[src/rtl/core/eas_pkg.sv]
// Package for the exponential angle smoother: fixed widths, derived datapath widths,
// register indexes and the request and response types of the shared modulo unit.
// No dependencies; every other file of the block depends on it.
package eas_pkg;

    function automatic int imax(input int x, input int y);
        return (x > y) ? x : y;
    endfunction

    localparam int FRAC_BITS    = 12;
    localparam int SAMPLE_WIDTH = 20;
    localparam int OUT_WIDTH    = 20;
    localparam int ACC_W        = 32;
    localparam int ALPHA_W      = 13;
    localparam int PER_W        = 19;
    localparam int ADDR_W       = 4;
    localparam int DATA_W       = 32;

    localparam int ONE     = 1 << FRAC_BITS;
    localparam int AW      = FRAC_BITS + 1;
    localparam int X0_W    = ACC_W - FRAC_BITS;
    localparam int LO_W    = imax(X0_W, PER_W) + 1;
    localparam int DIFF_W  = imax(SAMPLE_WIDTH, LO_W) + 1;
    localparam int WS_W    = imax(imax(LO_W, PER_W + 1) + 1, SAMPLE_WIDTH);
    localparam int MA_W    = imax(ACC_W, WS_W);
    localparam int MB_W    = AW + 1;
    localparam int MP_W    = MA_W + MB_W;
    localparam int NX_W    = imax(ACC_W, WS_W + AW) + 1;
    localparam int QW      = NX_W - FRAC_BITS;
    localparam int DIV_W   = imax(DIFF_W, QW);
    localparam int CNT_W   = $clog2(DIV_W + 1);

    localparam logic [ALPHA_W-1:0] ALPHA_RESET  = ALPHA_W'(4096);
    localparam logic [PER_W-1:0]   PERIOD_RESET = PER_W'(4096);
    localparam logic [PER_W-1:0]   LIMIT_RESET  = PER_W'(4096);

    typedef enum logic [1:0] {
        REG_ALPHA  = 2'd0,
        REG_MODE   = 2'd1,
        REG_PERIOD = 2'd2,
        REG_LIMIT  = 2'd3
    } eas_reg_t;

    typedef struct packed {
        logic                    start;
        logic signed [DIV_W-1:0] dividend;
        logic [PER_W-1:0]        divisor;
    } eas_div_req_t;

    typedef struct packed {
        logic             done;
        logic [PER_W-1:0] rem;
    } eas_div_rsp_t;

endpackage

[src/rtl/core/eas_sample_if.sv]
// Input channel of the exponential angle smoother: valid, ready and one sample.
// Depends on eas_pkg for the sample width.
interface eas_sample_if;
    logic                                   valid;
    logic                                   ready;
    logic signed [eas_pkg::SAMPLE_WIDTH-1:0] sample;

    modport source (output valid, output sample, input ready);
    modport sink   (input valid, input sample, output ready);
endinterface

[src/rtl/core/eas_result_if.sv]
// Output channel of the exponential angle smoother: valid, ready and one filtered value.
// Depends on eas_pkg for the output width.
interface eas_result_if;
    logic                                valid;
    logic                                ready;
    logic signed [eas_pkg::OUT_WIDTH-1:0] filtered;

    modport source (output valid, output filtered, input ready);
    modport sink   (input valid, input filtered, output ready);
endinterface

[src/rtl/core/eas_fmod.sv]
// Shared floored-modulo unit of the smoother: restoring remainder, one dividend bit a cycle,
// then a sign-correction step. Depends on eas_pkg.
module eas_fmod (
    input  logic                  clk,
    input  logic                  rst_n,
    input  eas_pkg::eas_div_req_t req,
    output eas_pkg::eas_div_rsp_t rsp
);
    import eas_pkg::*;

    logic             busy_reg, busy_next;
    logic             fix_reg, fix_next;
    logic             done_reg, done_next;
    logic [CNT_W-1:0] cnt_reg, cnt_next;
    logic [DIV_W-1:0] mag_reg, mag_next;
    logic [PER_W-1:0] rem_reg, rem_next;
    logic [PER_W-1:0] div_reg, div_next;
    logic             neg_reg, neg_next;
    logic [PER_W:0]   trial;
    logic [PER_W:0]   trial_sub;

    assign trial     = {rem_reg, mag_reg[DIV_W-1]};
    assign trial_sub = trial - {1'b0, div_reg};

    always_comb
    begin
        busy_next = busy_reg;
        fix_next  = 1'b0;
        done_next = 1'b0;
        cnt_next  = cnt_reg;
        mag_next  = mag_reg;
        rem_next  = rem_reg;
        div_next  = div_reg;
        neg_next  = neg_reg;
        if (req.start)
        begin
            busy_next = 1'b1;
            cnt_next  = CNT_W'(DIV_W);
            neg_next  = req.dividend[DIV_W-1];
            mag_next  = req.dividend[DIV_W-1] ? DIV_W'(-req.dividend) : DIV_W'(req.dividend);
            rem_next  = '0;
            div_next  = req.divisor;
        end
        else if (busy_reg)
        begin
            rem_next = (trial >= {1'b0, div_reg}) ? PER_W'(trial_sub) : PER_W'(trial);
            mag_next = {mag_reg[DIV_W-2:0], 1'b0};
            cnt_next = cnt_reg - CNT_W'(1);
            if (cnt_reg == CNT_W'(1))
            begin
                busy_next = 1'b0;
                fix_next  = 1'b1;
            end
        end
        else if (fix_reg)
        begin
            if (neg_reg && (rem_reg != '0))
            begin
                rem_next = div_reg - rem_reg;
            end
            done_next = 1'b1;
        end
    end

    always_ff @(posedge clk or negedge rst_n)
    begin
        if (!rst_n)
        begin
            busy_reg <= 1'b0;
            fix_reg  <= 1'b0;
            done_reg <= 1'b0;
            cnt_reg  <= '0;
        end
        else
        begin
            busy_reg <= busy_next;
            fix_reg  <= fix_next;
            done_reg <= done_next;
            cnt_reg  <= cnt_next;
        end
    end

    always_ff @(posedge clk)
    begin
        mag_reg <= mag_next;
        rem_reg <= rem_next;
        div_reg <= div_next;
        neg_reg <= neg_next;
    end

    assign rsp.done = done_reg;
    assign rsp.rem  = rem_reg;

    a_rem_below_divisor: assert property (@(posedge clk) disable iff (!rst_n)
        done_reg |-> (rem_reg < div_reg))
        else $error("Remainder is not below the divisor.");

    a_start_when_free: assert property (@(posedge clk) disable iff (!rst_n)
        req.start |-> (!busy_reg && !fix_reg))
        else $error("Modulo unit started while still working.");

endmodule

[src/rtl/core/exponential_angle_smoother.sv]
// Top level of the exponential angle smoother: APB register file, sequencer, shared
// multiplier and the shared floored-modulo unit. Depends on eas_pkg, eas_sample_if,
// eas_result_if and eas_fmod.
//
//   channel          | dir | payload                 | handshake
//   -----------------+-----+-------------------------+------------------------------
//   sample_stream    | in  | sample, signed 20 bits  | valid/ready
//   filtered_stream  | out | filtered, signed 20 bits| valid/ready, output register
//   APB              | in  | alpha, mode, period, lim| psel/penable/pwrite, pready=1
//
// Plain mode does two multiplies through the one multiplier and an add for each item.
// Angle mode adds two passes through the modulo unit, each skipped when its period or limit is zero,
// one for unwrapping the sample and one for wrapping the new average.
// After reset the accumulator is zero and the first item primes it; no clearing pass.
// A result waiting in the output register holds the sequencer in its last step only.
module exponential_angle_smoother (
    input  logic                          clk,
    input  logic                          rst_n,
    input  logic                          psel,
    input  logic                          penable,
    input  logic                          pwrite,
    input  logic [eas_pkg::ADDR_W-1:0]    paddr,
    input  logic [eas_pkg::DATA_W-1:0]    pwdata,
    output logic [eas_pkg::DATA_W-1:0]    prdata,
    output logic                          pready,
    eas_sample_if.sink                    sample_stream,
    eas_result_if.source                  filtered_stream
);
    import eas_pkg::*;

    typedef enum logic [9:0] {
        S_IDLE       = 10'b0000000001,
        S_WRAP       = 10'b0000000010,
        S_WRAP_DIV   = 10'b0000000100,
        S_WRAP_WAIT  = 10'b0000001000,
        S_MUL1       = 10'b0000010000,
        S_MUL2       = 10'b0000100000,
        S_SUM        = 10'b0001000000,
        S_LIMIT      = 10'b0010000000,
        S_LIMIT_WAIT = 10'b0100000000,
        S_COMMIT     = 10'b1000000000
    } state_t;

    localparam int CW = imax(ALPHA_W, AW);
    localparam int YW = imax(X0_W, OUT_WIDTH);
    localparam logic signed [NX_W-1:0] ACC_MAX_X = NX_W'((64'sd1 <<< (ACC_W - 1)) - 64'sd1);
    localparam logic signed [NX_W-1:0] ACC_MIN_X = NX_W'(-(64'sd1 <<< (ACC_W - 1)));
    localparam logic signed [YW-1:0]   Y_MAX = YW'((64'sd1 <<< (OUT_WIDTH - 1)) - 64'sd1);
    localparam logic signed [YW-1:0]   Y_MIN = YW'(-(64'sd1 <<< (OUT_WIDTH - 1)));

    function automatic logic signed [X0_W-1:0] trunc_one(input logic signed [ACC_W-1:0] v);
        logic [ACC_W:0] biased;
        biased = {v[ACC_W-1], v} + (v[ACC_W-1] ? (ACC_W+1)'(ONE - 1) : (ACC_W+1)'(0));
        return X0_W'(biased[ACC_W:FRAC_BITS]);
    endfunction

    function automatic logic signed [ACC_W-1:0] sat_acc(input logic signed [NX_W-1:0] v);
        if (v > ACC_MAX_X)
        begin
            return ACC_W'(ACC_MAX_X);
        end
        else if (v < ACC_MIN_X)
        begin
            return ACC_W'(ACC_MIN_X);
        end
        return ACC_W'(v);
    endfunction

    state_t                  state_reg, state_next;
    logic [ALPHA_W-1:0]      alpha_reg, alpha_next;
    logic                    mode_reg, mode_next;
    logic [PER_W-1:0]        period_reg, period_next;
    logic [PER_W-1:0]        limit_reg, limit_next;
    logic                    primed_reg, primed_next;
    logic signed [ACC_W-1:0] acc_reg, acc_next;
    logic                    out_valid_reg, out_valid_next;

    logic signed [WS_W-1:0]      s_reg, s_next;
    logic signed [LO_W-1:0]      lo_reg, lo_next;
    logic signed [MP_W-1:0]      prod_reg, prod_next;
    logic signed [NX_W-1:0]      t_reg, t_next;
    logic signed [NX_W-1:0]      nx_reg, nx_next;
    logic signed [OUT_WIDTH-1:0] filtered_reg, filtered_next;

    logic                    cfg_wr;
    eas_reg_t                reg_idx;
    logic                    in_fire;
    logic [CW-1:0]           alpha_w;
    logic [AW-1:0]           a_clamp;
    logic [AW-1:0]           one_minus_a;
    logic signed [NX_W-1:0]  prime_w;
    logic signed [X0_W-1:0]  x0;
    logic signed [MA_W-1:0]  mul_a;
    logic signed [MB_W-1:0]  mul_b;
    logic signed [MP_W-1:0]  mul_p;
    logic signed [MP_W-1:0]  prod_bias;
    logic signed [ACC_W-1:0] acc_sat;
    logic signed [YW-1:0]    y_w;
    eas_div_req_t            div_req;
    eas_div_rsp_t            div_rsp;

    eas_fmod u_fmod (
        .clk   (clk),
        .rst_n (rst_n),
        .req   (div_req),
        .rsp   (div_rsp)
    );

    assign pready  = 1'b1;
    assign cfg_wr  = psel && penable && pwrite;
    assign reg_idx = eas_reg_t'(paddr[ADDR_W-1:2]);

    always_comb
    begin
        unique case (reg_idx)
            REG_ALPHA:  prdata = DATA_W'(alpha_reg);
            REG_MODE:   prdata = DATA_W'(mode_reg);
            REG_PERIOD: prdata = DATA_W'(period_reg);
            REG_LIMIT:  prdata = DATA_W'(limit_reg);
            default:    prdata = '0;
        endcase
    end

    assign sample_stream.ready    = (state_reg == S_IDLE);
    assign in_fire                = sample_stream.valid && sample_stream.ready;
    assign filtered_stream.valid  = out_valid_reg;
    assign filtered_stream.filtered = filtered_reg;

    assign alpha_w = CW'(alpha_reg);
    always_comb
    begin
        if (alpha_w == '0)
        begin
            a_clamp = AW'(1);
        end
        else if (alpha_w > CW'(ONE))
        begin
            a_clamp = AW'(ONE);
        end
        else
        begin
            a_clamp = AW'(alpha_w);
        end
    end
    assign one_minus_a = AW'(ONE) - a_clamp;

    assign prime_w   = NX_W'(sample_stream.sample) <<< FRAC_BITS;
    assign x0        = trunc_one(acc_reg);
    assign lo_next   = LO_W'(x0) - $signed(LO_W'(period_reg >> 1));
    assign mul_a     = (state_reg == S_MUL1) ? MA_W'(acc_reg) : MA_W'(s_reg);
    assign mul_b     = (state_reg == S_MUL1) ? $signed(MB_W'(one_minus_a))
                                              : $signed(MB_W'(a_clamp));
    assign mul_p     = mul_a * mul_b;
    assign prod_bias = prod_reg + MP_W'(prod_reg[MP_W-1] ? ONE - 1 : 0);
    assign acc_sat   = sat_acc(nx_reg);
    assign y_w       = YW'(trunc_one(acc_sat));

    always_comb
    begin
        state_next     = state_reg;
        alpha_next     = alpha_reg;
        mode_next      = mode_reg;
        period_next    = period_reg;
        limit_next     = limit_reg;
        primed_next    = primed_reg;
        acc_next       = acc_reg;
        out_valid_next = out_valid_reg;
        s_next         = s_reg;
        prod_next      = prod_reg;
        t_next         = t_reg;
        nx_next        = nx_reg;
        filtered_next  = filtered_reg;
        div_req.start    = 1'b0;
        div_req.dividend = DIV_W'(s_reg) - DIV_W'(lo_reg);
        div_req.divisor  = period_reg;

        if (out_valid_reg && filtered_stream.ready)
        begin
            out_valid_next = 1'b0;
        end

        unique case (state_reg)
            S_IDLE:
            begin
                if (in_fire)
                begin
                    s_next      = WS_W'(sample_stream.sample);
                    primed_next = 1'b1;
                    if (!primed_reg)
                    begin
                        acc_next = sat_acc(prime_w);
                    end
                    state_next = (mode_reg && (period_reg != '0)) ? S_WRAP : S_MUL1;
                end
            end
            S_WRAP:
            begin
                state_next = S_WRAP_DIV;
            end
            S_WRAP_DIV:
            begin
                div_req.start = 1'b1;
                state_next    = S_WRAP_WAIT;
            end
            S_WRAP_WAIT:
            begin
                if (div_rsp.done)
                begin
                    s_next     = WS_W'(lo_reg) + $signed(WS_W'(div_rsp.rem));
                    state_next = S_MUL1;
                end
            end
            S_MUL1:
            begin
                prod_next  = mul_p;
                state_next = S_MUL2;
            end
            S_MUL2:
            begin
                t_next     = NX_W'(prod_bias >>> FRAC_BITS);
                prod_next  = mul_p;
                state_next = S_SUM;
            end
            S_SUM:
            begin
                nx_next    = t_reg + NX_W'(prod_reg);
                state_next = S_LIMIT;
            end
            S_LIMIT:
            begin
                div_req.dividend = DIV_W'(nx_reg >>> FRAC_BITS);
                div_req.divisor  = limit_reg;
                if (mode_reg && (limit_reg != '0))
                begin
                    div_req.start = 1'b1;
                    state_next    = S_LIMIT_WAIT;
                end
                else
                begin
                    state_next = S_COMMIT;
                end
            end
            S_LIMIT_WAIT:
            begin
                if (div_rsp.done)
                begin
                    nx_next    = NX_W'({div_rsp.rem, nx_reg[FRAC_BITS-1:0]});
                    state_next = S_COMMIT;
                end
            end
            S_COMMIT:
            begin
                if (!out_valid_reg || filtered_stream.ready)
                begin
                    acc_next       = acc_sat;
                    out_valid_next = 1'b1;
                    if (y_w > Y_MAX)
                    begin
                        filtered_next = OUT_WIDTH'(Y_MAX);
                    end
                    else if (y_w < Y_MIN)
                    begin
                        filtered_next = OUT_WIDTH'(Y_MIN);
                    end
                    else
                    begin
                        filtered_next = OUT_WIDTH'(y_w);
                    end
                    state_next = S_IDLE;
                end
            end
            default:
            begin
                state_next = S_IDLE;
            end
        endcase

        if (cfg_wr)
        begin
            primed_next = 1'b0;
            unique case (reg_idx)
                REG_ALPHA:  alpha_next  = pwdata[ALPHA_W-1:0];
                REG_MODE:   mode_next   = pwdata[0];
                REG_PERIOD: period_next = pwdata[PER_W-1:0];
                REG_LIMIT:  limit_next  = pwdata[PER_W-1:0];
                default:    primed_next = primed_reg;
            endcase
        end
    end

    always_ff @(posedge clk or negedge rst_n)
    begin
        if (!rst_n)
        begin
            state_reg     <= S_IDLE;
            alpha_reg     <= ALPHA_RESET;
            mode_reg      <= 1'b0;
            period_reg    <= PERIOD_RESET;
            limit_reg     <= LIMIT_RESET;
            primed_reg    <= 1'b0;
            acc_reg       <= '0;
            out_valid_reg <= 1'b0;
        end
        else
        begin
            state_reg     <= state_next;
            alpha_reg     <= alpha_next;
            mode_reg      <= mode_next;
            period_reg    <= period_next;
            limit_reg     <= limit_next;
            primed_reg    <= primed_next;
            acc_reg       <= acc_next;
            out_valid_reg <= out_valid_next;
        end
    end

    always_ff @(posedge clk)
    begin
        s_reg        <= s_next;
        lo_reg       <= (state_reg == S_WRAP) ? lo_next : lo_reg;
        prod_reg     <= prod_next;
        t_reg        <= t_next;
        nx_reg       <= nx_next;
        filtered_reg <= filtered_next;
    end

    a_busy_after_accept: assert property (@(posedge clk) disable iff (!rst_n)
        (sample_stream.valid && sample_stream.ready) |=> !sample_stream.ready)
        else $error("A second item was taken while one is in progress.");

    a_div_done_expected: assert property (@(posedge clk) disable iff (!rst_n)
        div_rsp.done |-> (state_reg == S_WRAP_WAIT || state_reg == S_LIMIT_WAIT))
        else $error("Modulo result arrived outside a waiting step.");

    a_result_from_commit: assert property (@(posedge clk) disable iff (!rst_n)
        $rose(filtered_stream.valid) |-> $past(state_reg == S_COMMIT))
        else $error("A result appeared without a commit step.");

endmodule
[src/flat_wrapper.sv]
// flat-port wrapper written by rule: the top's interface ports become plain ports
module exponential_angle_smoother_flat import eas_pkg::*;
  (clk, rst_n, psel, penable, pwrite, paddr, pwdata, prdata, pready, sample_stream_valid, sample_stream_sample, sample_stream_ready, filtered_stream_valid, filtered_stream_filtered, filtered_stream_ready);
  eas_sample_if sample_stream_i ();
  eas_result_if filtered_stream_i ();
  input  logic clk;
  input  logic rst_n;
  input  logic psel;
  input  logic penable;
  input  logic pwrite;
  input  logic [eas_pkg::ADDR_W-1:0] paddr;
  input  logic [eas_pkg::DATA_W-1:0] pwdata;
  output logic [eas_pkg::DATA_W-1:0] prdata;
  output logic pready;
  input wire logic [$bits(sample_stream_i.valid)-1:0] sample_stream_valid;
  input wire logic [$bits(sample_stream_i.sample)-1:0] sample_stream_sample;
  output wire logic [$bits(sample_stream_i.ready)-1:0] sample_stream_ready;
  output wire logic [$bits(filtered_stream_i.valid)-1:0] filtered_stream_valid;
  output wire logic [$bits(filtered_stream_i.filtered)-1:0] filtered_stream_filtered;
  input wire logic [$bits(filtered_stream_i.ready)-1:0] filtered_stream_ready;
  assign sample_stream_i.valid = sample_stream_valid;
  assign sample_stream_i.sample = sample_stream_sample;
  assign sample_stream_ready = sample_stream_i.ready;
  assign filtered_stream_valid = filtered_stream_i.valid;
  assign filtered_stream_filtered = filtered_stream_i.filtered;
  assign filtered_stream_i.ready = filtered_stream_ready;
  exponential_angle_smoother u_core (.clk(clk), .rst_n(rst_n), .psel(psel), .penable(penable), .pwrite(pwrite), .paddr(paddr), .pwdata(pwdata), .prdata(prdata), .pready(pready), .sample_stream(sample_stream_i), .filtered_stream(filtered_stream_i));
endmodule
[config.mk]
export PLATFORM = sky130hd
export DESIGN_NAME = exponential_angle_smoother_flat
export DESIGN_NICKNAME = d
export VERILOG_FILES = /design/src/rtl/core/eas_pkg.sv /design/src/rtl/core/eas_sample_if.sv /design/src/rtl/core/eas_result_if.sv /design/src/rtl/core/eas_fmod.sv /design/src/rtl/core/exponential_angle_smoother.sv /design/src/flat_wrapper.sv
export SDC_FILE = /design/constraint.sdc
export NUM_CORES = 2
export LEC_CHECK = 0
export ABC_CLOCK_PERIOD_IN_PS = 10450
export CAP_MARGIN = 0
export CORE_AREA = 2 2 304 231
export CTS_BUF_LIST = sky130_fd_sc_hd__clkbuf_16
export CTS_CLUSTER_SIZE = 12
export DETAILED_ROUTE_END_ITERATION = 6
export DIE_AREA = 0 0 306 233
export DONT_BUFFER_PORTS = 1
export PLACE_DENSITY = 0.71
export SLEW_MARGIN = 0
export SYNTH_ARGS = -nofsm -noshare
export SYNTH_HDL_FRONTEND = slang
export SYNTH_SLANG_ARGS = --single-unit
[constraint.sdc]
create_clock -name clk -period 10.45 [get_ports clk]
set_clock_uncertainty 0.1 [all_clocks]
set_input_delay 0.5225 -clock clk [delete_from_list [all_inputs] [get_ports clk]]
set_output_delay 0.5225 -clock clk [all_outputs]
set_load 0.05 [all_outputs]
==> results by stage <==
Status:
- The run finished with clean final reports.

Placement:
- Routability-driven placement finished with a final weighted congestion of 1.06.
- Buffers placed on the I/O ports in this run total 0.
- The half-perimeter wire length of the detailed placement result is 91100 microns.
- The cell total after placement is 5090.

Finish:
- From synthesis to final layout, the design area changed by 7.13%.
- The register with the most flip-flops in the layout has 46 of them.
- The number of nets in the layout is 4989.
- The filler-free cell count of the finished design is 5192.
- The filler cells instantiated in the layout total 5943.
- The layout cell share with drive strength beyond 1 is 5.23%.

Floorplan:
- The initial utilization of the core area, before any placement, comes to 55.8%.
- The overall die area is 71300 sq um.
- The die is 233 microns tall.
- The die boundary width is 306 microns.
- The area of the placeable core is 68000 sq um.
- The floorplan has 83 rows.
- The I/O pin count is 118.

Timing:
- Derived from the worst setup path, the maximum achievable clock frequency is 99.9 MHz.
- Setup repair after global routing left no endpoint under its margin.
- At the pin with the least slew margin, the transition time is 1.38 ns.
- The max-slew violation count came to 0.
- Counting I/O delays and the setup requirement, the final critical path takes 10.01 ns.
- The final total negative setup slack is 0 ns.
- The share of the clock period used by the worst path is 95.8%.
- The number of failing hold endpoints at the final stage is 0.
- The tightest hold path in the finished design has a slack of 0.0196 ns.
- Headroom to the max-slew limit came out at 6.81%.
- The number of endpoints failing setup at the final stage is 0.

Global routing:
- The number of antenna violations at the first check in global routing came to 2.
- The total routing resource utilization after global routing is 32.6%.
- The global-route congestion overflow total is 0.
- The first-pass GRT wire length is 176000 microns.
- Entering global routing, the biggest net connects 105 pins.
- The number of global-route vias before repair is 30000.

Critical path:
- Data on the critical path arrives at its endpoint at 10.23 ns.
- The startpoint of the worst register-to-register path is u_core.state_reg[2]$_DFFE_PN0P_.
- Counting stages on the worst path, the most repeated cell is fa_1.
- The largest single stage delay on the critical path is 0.77 ns.
- The required time of the critical path is 10.67 ns.
- The maximum net fanout on the critical path is 15.
- By startpoint and endpoint, the worst setup path is classified as register to register.
- The worst setup path is launched from a register.
- The slowest stage cell on the critical path is or3b_1.
- The category of the worst setup path capture point is a register.
- In this run the worst setup path begins at u_core.state_reg[2]$_DFFE_PN0P_.

Synth:
- After synthesis the netlist holds a flip-flop and latch count of 346.
- The number of distinct library cells after synthesis is 93.
- The synthesized area is 37900 sq um.
- The area share of the largest cell type after synthesis is 20.3%.
- In the synthesized netlist, the cells that appear most often are nand2_1, inv_1, nor2_1.
- The share of flip-flops with an asynchronous set or reset after synthesis is 30.1%.
- Dividing the synthesized area by the synthesized cell count gives 8.87 sq um.
- Yosys printed 0 warnings.
- After synthesis, the cell types taking the most area are fa_1, edfxtp_1, ha_1.
- The sequential cell area fraction in the yosys report is 25.5%.
- The synthesized design spends more area on one cell type than any other, namely fa_1.
- The primary flip-flop cell chosen by synthesis mapping is edfxtp_1.
- The most repeated cell in the gate-level netlist after synthesis is nand2_1.
- The cell count after synthesis came out at 4276.
- In this run, synthesis inferred 223 flip-flops with an integrated enable.

Route:
- After the first detailed-routing iteration, the DRC count stood at 3123.
- The final route contains 31100 vias.
- The iteration count of the initial detailed-routing pass is 6.
- The post-route antenna net violation count is 0.
- For this block, the routed nets add up to 113000 microns of wire.
- In the routed layout, each cell is associated on average with a via count of 5.99.
- In the routed design, unresolved DRC markers number 0.
- The per-cell routed wire length is 21.8 microns.

Clock network:
- The register clock-pin slew on the reported worst setup and hold paths is 0.06 ns.
- TritonCTS created 40 clock buffers.
- The clock latency on the worst-skew pair is 0.61 ns.
- The buffer levels on the longest clock path is 3.
- The TritonCTS clock tree is done.
- The number of gates resized after cts is 0.
- The H-tree was split into 2 levels.
- The sink count of the clock tree is 346.
- The CTS root buffer is clkbuf_16.

Worst hold path:
- The worst hold path begins at sample_stream_sample[8].
- The worst hold path belongs to the class primary input to register.

Run:
- Max-cap violations in this run came to 0.
critical path, delay by kind of cell, from the launching register on:
kind | cells | cell delay, ns
flops | 1 | 0.50
buf+inv | 4 | 0.52
simple gates | 9 | 2.92
compound gates | 7 | 1.92
xor+xnor | 1 | 0.14
fa+ha+maj | 7 | 3.58
per-layer routing:
layer / part of all wire, % / GRT usage [%] / vias to the layer above
met1: 43 / 45.7 / 15100
met5: 0.15 / 1.09 / -
met2: 39 / 44.6 / 1514
li1: - / - / 14200
met3: 14 / 13.6 / 202
met4: 3.7 / 11.8 / 10
cells by family after synthesis:
| logic type | share of synthesized area (%) |
|---|---|
| buf+inv | 7.33 |
| fa+ha+maj | 29.3 |
| mux | 2.31 |
| other cells | 0.0198 |
| xor+xnor | 5.19 |
| simple gates | 16.8 |
| compound gates | 13.5 |
| flops | 25.5 |
area by class of cell:
| class | instances | area (sq um) | area share [%] |
|---|---|---|---|
| Clock inverter | 30 | 233 | 0.573 |
| Sequential cell | 346 | 9680 | 23.8 |
| Clock buffer | 42 | 1050 | 2.59 |
| Multi-Input combinational cell | 3218 | 25600 | 63.0 |
| Inverter | 567 | 2130 | 5.24 |
| Antenna cell | 2 | 5.00 | 0.0123 |
| Tap cell | 892 | 1120 | 2.75 |
| Timing Repair Buffer | 95 | 801 | 1.97 |
final timing paths:
path,to,depth (start not counted),slack (ns)
hold reg to reg,u_core.primed_reg$_DFFE_PN0P_,2,0.42
max in group asynchronous,u_core.period_reg[13]$_DFFE_PN0P_,2,9.25
setup / recovery,u_core.prod_reg[45]$_DFFE_PP_,28,0.44
setup reg to reg,u_core.prod_reg[45]$_DFFE_PP_,28,0.44
min in group asynchronous,u_core.u_fmod.done_reg$_DFF_PN0_,2,0.40
hold / removal,u_core.s_reg[8]$_DFFE_PP_,2,0.02
repair_timing:
action / in CTS / in global routing
hold buffers: 28 / 0
hold endpoints to repair: 163 / 0
buffers inserted: 0 / 0
cells in the final DEF (no fill, tap or decap), drive strengths merged, types with 21 or more instances in the layout:
cell	n
nor2b	42
o21ai	238
o21a	36
xor2	69
a21o	84
edfxtp	223
nand2	596
mux2	34
fa	384
a211oi	32
nand3	59
nor2	397
inv	575
nor3b	21
dfrtp	100
a22o	23
ha	274
dlygate4sd3	27
nand2b	45
buf	68
xnor2	156
nor4	28
nand4	28
and3	43
a21oi	242
clkbuf	42
nor3	77
mux2i	47
through the flow:
| step | setup WS, ns | util [%] | area (sq um) |
|---|---|---|---|
| after floorplan | 1.53 | - | 38000 |
| after global placement | 1.02 | 57.4 | 39100 |
| after detailed placement | 0.815 | 57.4 | 39100 |
| after CTS | 0.746 | 59.7 | 40600 |
| after global routing | 0.000835 | 59.7 | 40600 |
| final | 0.439 | 59.7 | 40600 |
Power is not shown: default switching activity piles up to over one toggle a cycle in this logic, so the estimate is an artifact.
